--- src/rtl/gpc_pkg.sv ---
// shared types, constants and command tables of the gait phase classifier
package gpc_pkg;

    localparam int PRESSURE_W    = 10;
    localparam int ANGLE_W       = 16;
    localparam int MS_W          = 16;
    localparam int ALPHA_W       = 17;
    localparam int ALPHA_FRAC    = 16;
    localparam int CFG_INDEX_W   = 3;
    localparam int CFG_DATA_W    = 17;
    localparam int IN_TDATA_W    = 48;
    localparam int OUT_TDATA_W   = 40;
    localparam int KNEE_W        = 7;
    localparam int STEPS_W       = 10;
    localparam int SPEED_W       = 10;
    localparam int FRACTION_BITS_DEFAULT = 16;

    localparam logic [ALPHA_W-1:0] ALPHA_ONE = 17'd65536;

    localparam logic [PRESSURE_W-1:0] ZERO_RESET     = 10'd120;
    localparam logic [PRESSURE_W-1:0] SPAN_RESET     = 10'd700;
    localparam logic [ALPHA_W-1:0]    ALPHA_RESET    = 17'd9830;
    localparam logic [PRESSURE_W-1:0] LOADED_RESET   = 10'd245;
    localparam logic [PRESSURE_W-1:0] PRESWING_RESET = 10'd70;
    localparam logic [PRESSURE_W-1:0] UNLOAD_RESET   = 10'd140;
    localparam logic [PRESSURE_W-1:0] STOP_RESET     = 10'd1000;

    localparam logic signed [ANGLE_W-1:0] ANGLE_STANCE_LOW  = -16'sd400;
    localparam logic signed [ANGLE_W-1:0] ANGLE_STANCE_HIGH = 16'sd400;
    localparam logic signed [ANGLE_W-1:0] ANGLE_SWING_MID   = 16'sd500;

    localparam logic [MS_W-1:0] MS_MIN = 16'd2;

    typedef enum logic [CFG_INDEX_W-1:0] {
        REG_PRESSURE_ZERO  = 3'd0,
        REG_PRESSURE_SPAN  = 3'd1,
        REG_LOAD_ALPHA     = 3'd2,
        REG_LOADED_LEVEL   = 3'd3,
        REG_PRESWING_LEVEL = 3'd4,
        REG_UNLOAD_LEVEL   = 3'd5,
        REG_STOP_LEVEL     = 3'd6
    } cfg_reg_t;

    typedef enum logic [2:0] {
        PH_LOADING        = 3'd0,
        PH_MID_STANCE     = 3'd1,
        PH_TERM_STANCE    = 3'd2,
        PH_PRE_SWING      = 3'd3,
        PH_INITIAL_SWING  = 3'd4,
        PH_MID_SWING      = 3'd5,
        PH_TERM_SWING     = 3'd6,
        PH_UNKNOWN        = 3'd7
    } phase_t;

    function automatic logic [KNEE_W-1:0] knee_of(input phase_t ph);
        logic [KNEE_W-1:0] k;
        case (ph)
            PH_LOADING:       k = 7'd10;
            PH_MID_STANCE:    k = 7'd5;
            PH_TERM_STANCE:   k = 7'd0;
            PH_PRE_SWING:     k = 7'd20;
            PH_INITIAL_SWING: k = 7'd40;
            PH_MID_SWING:     k = 7'd60;
            PH_TERM_SWING:    k = 7'd15;
            default:          k = 7'd0;
        endcase
        return k;
    endfunction

    function automatic logic [STEPS_W-1:0] steps_of(input phase_t ph);
        logic [STEPS_W-1:0] s;
        case (ph)
            PH_LOADING:       s = 10'd100;
            PH_MID_STANCE:    s = 10'd50;
            PH_TERM_STANCE:   s = 10'd0;
            PH_PRE_SWING:     s = 10'd200;
            PH_INITIAL_SWING: s = 10'd400;
            PH_MID_SWING:     s = 10'd600;
            PH_TERM_SWING:    s = 10'd150;
            default:          s = 10'd0;
        endcase
        return s;
    endfunction

    function automatic logic [SPEED_W-1:0] speed_of(input phase_t ph);
        logic [SPEED_W-1:0] v;
        case (ph)
            PH_LOADING:       v = 10'd250;
            PH_MID_STANCE:    v = 10'd180;
            PH_TERM_STANCE:   v = 10'd220;
            PH_PRE_SWING:     v = 10'd350;
            PH_INITIAL_SWING: v = 10'd500;
            PH_MID_SWING:     v = 10'd550;
            PH_TERM_SWING:    v = 10'd300;
            default:          v = 10'd120;
        endcase
        return v;
    endfunction

endpackage

--- src/rtl/gait_phase_classifier_core.sv ---
// Gait phase classifier: one sample in, one phase and motor command out, one
// transfer per clock. A sample is captured in an input register; from there
// the load filter update (one 27x18 multiply at the default fraction width),
// the threshold and velocity compares and the command table lookup are worked
// out and written to the result register once the output side can advance.
// Stalls on the output side hold both registers. A raw pressure above the stop
// level latches an emergency stop until reset; from then on every result is
// zero with the stop flag set in tuser and the filter state stays frozen.
// Configuration writes are always accepted and must only be made while idle.
module gait_phase_classifier_core #(
    parameter int FRACTION_BITS = gpc_pkg::FRACTION_BITS_DEFAULT
) (
    input  logic                              clk,
    input  logic                              rst_n,
    input  logic                              s_axis_tvalid,
    output logic                              s_axis_tready,
    // pressure_raw[9:0], shank_angle[25:10], elapsed_ms[41:26], zero fill
    input  logic [gpc_pkg::IN_TDATA_W-1:0]    s_axis_tdata,
    output logic                              m_axis_tvalid,
    input  logic                              m_axis_tready,
    // phase[2:0], knee_angle[9:3], target_steps[19:10], speed_sps[29:20],
    // filtered_load[39:30]
    output logic [gpc_pkg::OUT_TDATA_W-1:0]   m_axis_tdata,
    // emergency_stop[0]
    output logic                              m_axis_tuser,
    input  logic                              cfg_valid,
    output logic                              cfg_ready,
    input  logic [gpc_pkg::CFG_INDEX_W-1:0]   cfg_index,
    input  logic [gpc_pkg::CFG_DATA_W-1:0]    cfg_data
);
    import gpc_pkg::*;

    localparam int ACC_W = PRESSURE_W + FRACTION_BITS;
    localparam int D_W   = ACC_W + 1;
    localparam int P_W   = D_W + ALPHA_W + 1;
    localparam int VEL_W = 22;

    // configuration
    logic [PRESSURE_W-1:0] zero_reg, span_reg, loaded_reg, preswing_reg;
    logic [PRESSURE_W-1:0] unload_reg, stop_reg;
    logic [ALPHA_W-1:0]    alpha_reg;

    // state
    logic [ACC_W-1:0]          acc_reg, acc_next;
    logic signed [ANGLE_W-1:0] prev_angle_reg, prev_angle_next;
    logic                      latch_reg, latch_next;

    // input register
    logic                      in_valid_reg;
    logic [PRESSURE_W-1:0]     raw_reg;
    logic signed [ANGLE_W-1:0] angle_reg;
    logic [MS_W-1:0]           ms_reg;

    // result register
    logic                      out_valid_reg;
    logic [OUT_TDATA_W-1:0]    out_data_reg, out_data_next;
    logic                      out_stop_reg, out_stop_next;

    logic advance, work;

    logic [ALPHA_W-1:0]          alpha_wr;
    logic signed [PRESSURE_W:0]  x_off;
    logic [PRESSURE_W-1:0]       x_clamp;
    logic signed [D_W-1:0]       d;
    logic signed [P_W-1:0]       d_ext, alpha_ext, prod, f_step, f_sum;
    logic [ACC_W-1:0]            f_new;
    logic                        loaded, preswing, unloading;
    logic signed [ANGLE_W:0]     a_diff;
    logic signed [VEL_W-1:0]     a_ext, a10, ms8, ms3;
    logic                        fwd, bwd, slow, stop_now;
    phase_t                      ph;

    assign cfg_ready     = 1'b1;
    assign advance       = !out_valid_reg || m_axis_tready;
    assign s_axis_tready = !in_valid_reg || advance;
    assign work          = in_valid_reg && advance;

    assign m_axis_tvalid = out_valid_reg;
    assign m_axis_tdata  = out_data_reg;
    assign m_axis_tuser  = out_stop_reg;

    assign alpha_wr = (cfg_data > ALPHA_ONE) ? ALPHA_ONE : cfg_data;

    always_ff @(posedge clk or negedge rst_n)
    begin
        if (!rst_n)
        begin
            zero_reg     <= ZERO_RESET;
            span_reg     <= SPAN_RESET;
            alpha_reg    <= ALPHA_RESET;
            loaded_reg   <= LOADED_RESET;
            preswing_reg <= PRESWING_RESET;
            unload_reg   <= UNLOAD_RESET;
            stop_reg     <= STOP_RESET;
        end
        else if (cfg_valid && cfg_ready)
        begin
            case (cfg_index)
                REG_PRESSURE_ZERO:  zero_reg     <= cfg_data[PRESSURE_W-1:0];
                REG_PRESSURE_SPAN:  span_reg     <= cfg_data[PRESSURE_W-1:0];
                REG_LOAD_ALPHA:     alpha_reg    <= alpha_wr;
                REG_LOADED_LEVEL:   loaded_reg   <= cfg_data[PRESSURE_W-1:0];
                REG_PRESWING_LEVEL: preswing_reg <= cfg_data[PRESSURE_W-1:0];
                REG_UNLOAD_LEVEL:   unload_reg   <= cfg_data[PRESSURE_W-1:0];
                REG_STOP_LEVEL:     stop_reg     <= cfg_data[PRESSURE_W-1:0];
                default:            ;
            endcase
        end
    end

    // load filter
    always_comb
    begin
        x_off = $signed({1'b0, raw_reg}) - $signed({1'b0, zero_reg});
        if (x_off < 0)
            x_clamp = '0;
        else if (x_off[PRESSURE_W-1:0] > span_reg)
            x_clamp = span_reg;
        else
            x_clamp = x_off[PRESSURE_W-1:0];
        d         = $signed({1'b0, x_clamp, {FRACTION_BITS{1'b0}}}) - $signed({1'b0, acc_reg});
        d_ext     = {{(P_W-D_W){d[D_W-1]}}, d};
        alpha_ext = $signed({{(P_W-ALPHA_W){1'b0}}, alpha_reg});
        prod      = d_ext * alpha_ext;
        f_step    = prod >>> ALPHA_FRAC;
        f_sum     = $signed({{(P_W-ACC_W){1'b0}}, acc_reg}) + f_step;
        f_new     = (f_sum < 0) ? '0 : f_sum[ACC_W-1:0];
        loaded    = f_new > {loaded_reg, {FRACTION_BITS{1'b0}}};
        preswing  = f_new > {preswing_reg, {FRACTION_BITS{1'b0}}};
        unloading = f_new < {unload_reg, {FRACTION_BITS{1'b0}}};
    end

    // shank velocity by cross-multiplication
    always_comb
    begin
        a_diff = {angle_reg[ANGLE_W-1], angle_reg} - {prev_angle_reg[ANGLE_W-1], prev_angle_reg};
        a_ext  = {{(VEL_W-ANGLE_W-1){a_diff[ANGLE_W]}}, a_diff};
        a10    = (a_ext <<< 3) + (a_ext <<< 1);
        ms8    = $signed({3'b000, ms_reg, 3'b000});
        ms3    = $signed({5'b00000, ms_reg, 1'b0}) + $signed({6'b000000, ms_reg});
        if (ms_reg < MS_MIN)
        begin
            fwd  = 1'b0;
            bwd  = 1'b0;
            slow = 1'b1;
        end
        else
        begin
            fwd  = a10 > ms8;
            bwd  = a10 < -ms8;
            slow = a10 <= ms3;
        end
    end

    // phase decision and result
    always_comb
    begin
        if (loaded)
        begin
            if (angle_reg < ANGLE_STANCE_LOW)
                ph = PH_LOADING;
            else if (angle_reg < ANGLE_STANCE_HIGH)
                ph = PH_MID_STANCE;
            else
                ph = PH_TERM_STANCE;
        end
        else if (preswing)
            ph = PH_PRE_SWING;
        else if (unloading && fwd && (angle_reg < ANGLE_SWING_MID))
            ph = PH_INITIAL_SWING;
        else if (unloading && fwd)
            ph = PH_MID_SWING;
        else if (unloading && (bwd || slow))
            ph = PH_TERM_SWING;
        else
            ph = PH_UNKNOWN;

        stop_now        = latch_reg || (raw_reg > stop_reg);
        acc_next        = acc_reg;
        prev_angle_next = prev_angle_reg;
        latch_next      = latch_reg;
        out_data_next   = out_data_reg;
        out_stop_next   = out_stop_reg;
        if (work)
        begin
            if (stop_now)
            begin
                latch_next    = 1'b1;
                out_data_next = '0;
                out_stop_next = 1'b1;
            end
            else
            begin
                acc_next        = f_new;
                prev_angle_next = angle_reg;
                out_data_next   = {f_new[ACC_W-1:FRACTION_BITS], speed_of(ph),
                                   steps_of(ph), knee_of(ph), ph};
                out_stop_next   = 1'b0;
            end
        end
    end

    always_ff @(posedge clk or negedge rst_n)
    begin
        if (!rst_n)
        begin
            acc_reg        <= '0;
            prev_angle_reg <= '0;
            latch_reg      <= 1'b0;
            in_valid_reg   <= 1'b0;
            out_valid_reg  <= 1'b0;
        end
        else
        begin
            acc_reg        <= acc_next;
            prev_angle_reg <= prev_angle_next;
            latch_reg      <= latch_next;
            if (s_axis_tready)
                in_valid_reg <= s_axis_tvalid;
            if (advance)
                out_valid_reg <= in_valid_reg;
        end
    end

    // payload registers
    always_ff @(posedge clk)
    begin
        if (s_axis_tvalid && s_axis_tready)
        begin
            raw_reg   <= s_axis_tdata[PRESSURE_W-1:0];
            angle_reg <= s_axis_tdata[PRESSURE_W+ANGLE_W-1:PRESSURE_W];
            ms_reg    <= s_axis_tdata[PRESSURE_W+ANGLE_W+MS_W-1:PRESSURE_W+ANGLE_W];
        end
        out_data_reg <= out_data_next;
        out_stop_reg <= out_stop_next;
    end

endmodule

--- config.mk ---
export PLATFORM = sky130hd
export DESIGN_NAME = gait_phase_classifier_core
export DESIGN_NICKNAME = d
export VERILOG_FILES = /design/src/rtl/gpc_pkg.sv /design/src/rtl/gait_phase_classifier_core.sv
export SDC_FILE = /design/constraint.sdc
export NUM_CORES = 2
export LEC_CHECK = 0
export BUFFER_PORTS_ARGS = -buffer_cell sky130_fd_sc_hd__buf_2
export CORE_MARGIN = 8
export CORE_UTILIZATION = 65
export CTS_BUF_LIST = sky130_fd_sc_hd__clkbuf_16
export DETAILED_ROUTE_END_ITERATION = 8
export PLACE_DENSITY = 0.94
export SLEW_MARGIN = 5
export SYNTH_ARGS = -nofsm -noshare
export SYNTH_HDL_FRONTEND = slang
export SYNTH_SLANG_ARGS = --single-unit
--- constraint.sdc ---
create_clock -name clk -period 18.8 [get_ports clk]
set_input_delay 4.7 -clock clk [delete_from_list [all_inputs] [get_ports clk]]
set_output_delay 4.7 -clock clk [all_outputs]
set_load 0.05 [all_outputs]
Word level (Yosys, flattened, before mapping)
Cells that the tools add are included.
{"block": "totals", "register_bits": 205, "in_bits": 73, "output_inout_bits": 44, "wordCells": 93}
{"block": "op_classes", "add_sub_neg": 7, "mul": 1, "n_lt_le_gt_ge": 15, "n_eq_ne": 12, "muxes": 18, "bitwise_logic": 1, "reduce_logical": 22}
{"cell": "one-hot mux 10 bit (7 select lines)", "count": 1}
{"cell": "one-hot mux 10 bit (6 select lines)", "count": 1}
{"cell": "greater-than comparator 26 bit", "count": 2}
{"cell": "< comparator 16 x 10 -> 1 bit (second input constant)", "count": 3}
{"cell": "multiplier 27 x 18 -> 45 bit", "count": 1}
{"cell": "one-hot mux 6 bit (6 select lines)", "count": 1}
{"cell": "adder 27 x 29 -> 30 bit", "count": 1}
{"cell": "< comparator 30 x 1 -> 1 bit (second input constant)", "count": 1}
{"cell": "subtractor 26 x 26 -> 27 bit", "count": 1}
{"cell": "< comparator 26 bit", "count": 1}
{"cell": "2-to-1 mux 26 bit", "count": 1}
{"cell": "< comparator 21 x 22 -> 1 bit", "count": 1}
{"cell": "negation 19 -> 22 bit", "count": 1}
{"cell": "adder 20 x 18 -> 21 bit", "count": 1}
{"cell": "greater-than comparator 21 x 20 -> 1 bit", "count": 1}
{"cell": "<= comparator 21 x 19 -> 1 bit", "count": 1}
{"cell": "greater-than comparator 10 bit", "count": 2}
{"cell": "2-to-1 mux 10 bit", "count": 2}
{"cell": "adder 17 x 16 -> 18 bit", "count": 1}
{"cell": "== test 3 bit (second input constant)", "count": 6}
{"cell": "AND reduction 2 bit", "count": 9}
{"cell": "greater-than comparator 17 bit (second input constant)", "count": 1}
{"cell": "2-to-1 mux 17 bit", "count": 1}
{"cell": "subtractor 16 x 16 -> 17 bit", "count": 1}
{"cell": "13 further kinds", "count": 34}

Logic depth before layout (Yosys ltp)
{"block": "depth", "depth_word": 18, "mapped_depth": 82, "ltp_nobuf": 78}

Worst setup path after synthesis
Ideal clock, no wire load.
{"block": "synth_timing", "path_kind": "register to register", "from": "reg raw_reg[0]", "to": "reg out_data_reg[1] (netlist: m_axis_tdata[1]) (data pin)", "setup_ns": 0.255, "arrival_ns": 14.793, "required_time_ns": 18.545, "path_slack_ns": 3.752, "stages_incl_launch_ff": 81, "n_path_buf": 3, "period_less_slack_ns": 15.048, "path_cell_list": "edfxtp_1 -> inv_1 -> ha_1 -> inv_1 -> fa_1 -> nand2_1 -> nand2_1 -> a21oi_1 -> o21bai_1 -> a21oi_1 -> o21bai_1 -> a21oi_1 -> xnor2_1 -> ha_1 -> nor2b_1 -> o21ai_0 -> o211ai_1 -> o22ai_1 -> [45 not listed] -> or3_1 -> buf_6 -> nand2_1 -> inv_1 -> ha_1 -> nor2b_1 -> o21a_1 -> o21a_1 -> o21ai_0 -> nand2b_1 -> a21oi_1 -> o21ai_0 -> a31o_2 -> o31a_1 -> a31oi_4 -> and2_1 -> nand2b_1 -> and3_1"}
{"block": "synth_between", "elab_chain_len": 15, "word_cells_on_any_way": 21, "classes_between": "add/sub: 3; mul: 1; order compare: 7; mux: 7; reduce/logical: 3"}
{"element": "start: declaration", "line_no": "gait_phase_classifier_core.sv:50", "source": "logic [PRESSURE_W-1:0] raw_reg;"}
{"element": "start signal: assignment", "line_no": "gait_phase_classifier_core.sv:230", "source": "raw_reg <= s_axis_tdata[PRESSURE_W-1:0];"}
{"element": "subtractor 10 x 10 -> 11 bit (*)", "line_no": "gait_phase_classifier_core.sv:114", "source": "x_off = $signed({1'b0, raw_reg}) - $signed({1'b0, zero_reg});"}
{"element": "greater-than comparator 10 bit", "line_no": "gait_phase_classifier_core.sv:117", "source": "else if (x_off[PRESSURE_W-1:0] > span_reg)"}
{"element": "2-to-1 mux 10 bit", "line_no": "gait_phase_classifier_core.sv:117"}
{"element": "2-to-1 mux 10 bit (*)", "line_no": "gait_phase_classifier_core.sv:115", "source": "if (x_off < 0)"}
{"element": "subtractor 26 x 26 -> 27 bit (*)", "line_no": "gait_phase_classifier_core.sv:121", "source": "d = $signed({1'b0, x_clamp, {FRACTION_BITS{1'b0}}}) - $signed({1'b0, acc_reg});"}
{"element": "multiplier 27 x 18 -> 45 bit (*)", "line_no": "gait_phase_classifier_core.sv:124", "source": "prod = d_ext * alpha_ext;"}
{"element": "adder 27 x 29 -> 30 bit (*)", "line_no": "gait_phase_classifier_core.sv:126", "source": "f_sum = $signed({{(P_W-ACC_W){1'b0}}, acc_reg}) + f_step;"}
{"element": "< comparator 30 x 1 -> 1 bit", "line_no": "gait_phase_classifier_core.sv:127", "source": "f_new = (f_sum < 0) ? '0 : f_sum[ACC_W-1:0];"}
{"element": "2-to-1 mux 26 bit (*)", "line_no": "gait_phase_classifier_core.sv:127"}
{"element": "net f_new[17]", "line_no": "gait_phase_classifier_core.sv:66", "source": "logic [ACC_W-1:0] f_new;"}
{"element": "< comparator 26 bit", "line_no": "gait_phase_classifier_core.sv:130", "source": "unloading = f_new < {unload_reg, {FRACTION_BITS{1'b0}}};"}
{"element": "logical AND 1 bit", "line_no": "gait_phase_classifier_core.sv:169, gait_phase_classifier_core.sv:171"}
{"element": "2-to-1 mux 2 bit or logical AND 1 bit (tied branches)", "line_no": "gait_phase_classifier_core.sv:171, gait_phase_classifier_core.sv:169"}
{"element": "2-to-1 mux 2 bit", "line_no": "gait_phase_classifier_core.sv:169", "source": "else if (unloading && fwd && (angle_reg < ANGLE_SWING_MID))"}
{"element": "2-to-1 mux 3 bit", "line_no": "gait_phase_classifier_core.sv:167", "source": "else if (preswing)"}
{"element": "2-to-1 mux 3 bit (*)", "line_no": "gait_phase_classifier_core.sv:158", "source": "if (loaded)"}
{"element": "end signal: assignment", "line_no": "gait_phase_classifier_core.sv:234", "source": "out_data_reg <= out_data_next;"}
{"element": "end: declaration", "line_no": "gait_phase_classifier_core.sv:56", "source": "logic [OUT_TDATA_W-1:0] out_data_reg, out_data_next;"}
The timed path passes the listed nets; every way through them passes the cells marked *.
A chain may end at the register's enable or synchronous reset.

Worst setup path in the final report
Ends and elaborated chain as after synthesis.

==> results.json <==
{
  "status": "completed",
  "topRoutingLayerUsed": "met5",
  "grt.overflow.total": 0,
  "rsz0062_at_grt": "no",
  "netlist_area_um2": 30900,
  "clock.fmax_mhz": 56.6,
  "nets": 4259,
  "fillers": 3191,
  "wl_met3_mm": 7.64,
  "ys_ff_latch": 198,
  "drc": 0,
  "drive_above_1_share_pct": 8.23,
  "synth_top_area_share_pct": 29.1,
  "cpPeakStageDelay_ns": 0.57,
  "post_cts_buffers": 0,
  "grt_pass1_wl_mm": 132,
  "wirelength_met1_mm": 28.5,
  "die_h_um": 234,
  "yosysSeqAreaShare_pct": 17.4,
  "post_cts_resized": 0,
  "coreArea_um2": 47300,
  "synthTopCellsByArea": "fa_1 29%, ha_1 13%, inv_1 8.5%, edfxtp_1 7.4%, dfrtp_1 7.0%",
  "hold_viol_final": 0,
  "htreeDepth": 4,
  "largest_reg_flops": 33,
  "wirelength_mm": 79.2,
  "dp.cells": 4008,
  "multi_input_area_um2": 22500,
  "hold_path_depth": 1,
  "cts_tree": "built",
  "clk_latency_ns": 0.45,
  "synthToLayoutAreaGrowth_pct": 5.52,
  "synth_flop_cell": "dfrtp_1",
  "cp-end-kind": "flop",
  "dieArea_um2": 54800,
  "wl_met2_mm": 38.5,
  "firstDrtPassIters": 6,
  "gp_congestion": 0.935,
  "start_util_pct": 65.3,
  "cts.sinks": 198,
  "drtAntennaViolNets": 0,
  "ys_types": 85,
  "setup_viol": 0,
  "critPathLaunchType": "flop",
  "track_usage_pct": 30.2,
  "slowest_stage": "fa_1",
  "crit_type": "reg -> reg",
  "antenna_found_initial": 4,
  "grt_max_degree": 81,
  "dp_hpwl_mm": 61.1,
  "synth-warning-count": 0,
  "period_share_pct": 93.9,
  "tightest_slew_ns": 1.30,
  "avgSynthCellArea_um2": 9.16,
  "synth-edff-count": 76,
  "ios": 117,
  "first_global_vias": 26800,
  "fin_area_um2": 32600,
  "maxSlewHeadroom_pct": 13.2,
  "yosysTopAreaCell": "fa_1",
  "postSynthCellCount": 3376,
  "clkTransAtPathRegs_ns": 0.08,
  "tns_ns": 0,
  "seqCellArea_um2": 5380,
  "async_flop_share_pct": 61.6,
  "synth.most_common_cell": "inv_1",
  "drv_cap": 0,
  "post_drt_via_cell_ratio": 6.01,
  "wl_per_cell_um": 19.6,
  "cts_hold_buffers": 0,
  "dp_slack_ns": 1.55,
  "cts_buffers": 17,
  "worst_slack_ns": 1.14,
  "rows": 80,
  "drt_iter0_markers": 2307,
  "fin_crit_ns": 17.66,
  "report.final.slew_viol_count": 0,
  "synthTopCellsByCount": "702 x inv_1, 449 x fa_1, 392 x nand2_1",
  "crit_arrival_ns": 17.87,
  "critPathRequiredTime_ns": 19.02,
  "final_cells": 4044,
  "die_w_um": 234,
  "postPlaceCellArea_um2": 32000,
  "numPortBuffers": 106,
  "cts_max_path_buffers": 2,
  "skew_ns": 0.0177,
  "worst-path-max-fanout": 26,
  "r2r_cells": 79,
  "vias": 24300,
  "hp-class": "reg -> reg",
  "clock-root-buffer": "clkbuf_16"
}
-- critical path: cells and delay by family, from the launching register on --
family | cells | cell delay (ns)
AOI/OAI and AO/OA | 32 | 6.06
xor gates and xnor gates | 2 | 0.35
adders and majority gates | 13 | 5.32
buffers and inverters | 9 | 1.60
DFF | 1 | 0.39
and+or+nand+nor | 23 | 3.70
-- cell usage in the layout, fill, tap and decap left out, drive strengths merged, types with 53 or more instances in the layout --
cell	instances
buf	131
o21ai	115
a21oi	143
and2	235
dfrtp	87
inv	709
a21o	53
ha	325
nand2	393
xnor2	97
fa	449
edfxtp	76
nor2	101
-- routing by layer --
metal / GRT usage [%] / vias up
met5: 0 / -
met4: 16.6 / 2
met3: 7.34 / 376
met2: 50.4 / 1367
met1: 35.9 / 11900
li1: - / 10700
-- path summary, 6_finish.rpt --
| path | from | to | slack (ns) |
|---|---|---|---|
| worst max register to register | raw_reg[0] | m_axis_tdata[1] | 1.14 |
| worst min-delay path | latch_reg | latch_reg | 0.46 |
| worst min register to register | latch_reg | latch_reg | 0.46 |
| worst max-delay path | raw_reg[0] | m_axis_tdata[1] | 1.14 |
| max in group asynchronous | rst_n | alpha_reg[16] | 13.07 |
| min in group asynchronous | rst_n | prev_angle_reg[4] | 4.23 |
-- kinds of logic after synthesis --
| group | synth area share (%) |
|---|---|
| AND/OR/NAND/NOR | 14.7 |
| buffers and inverters | 10.1 |
| multiplexers | 1.82 |
| other | 0.0243 |
| adder cells (fa/ha/maj) | 42.2 |
| XOR/XNOR | 3.82 |
| flip-flops | 17.4 |
| AO/OA/AOI/OAI | 9.92 |
-- through the flow --
stage,hold WS [ns],util [%]
finish,0.459,68.9
floorplan,0.428,-
global placement,0.439,67.6
detailed placement,0.445,67.6
global route,0.477,68.9
CTS,0.461,68.9
-- layout make-up --
type	instances	share of cell area [%]
Antenna cell	4	0.0307
Clock buffer	17	1.30
Clock inverter	15	0.556
Inverter	703	8.09
Multi-Input combinational cell	2361	69.0
Sequential cell	198	16.5
Tap cell	615	2.36
Timing Repair Buffer	131	2.21
Power is not shown: default switching activity piles up to over one toggle a cycle in this logic, so the estimate is an artifact.
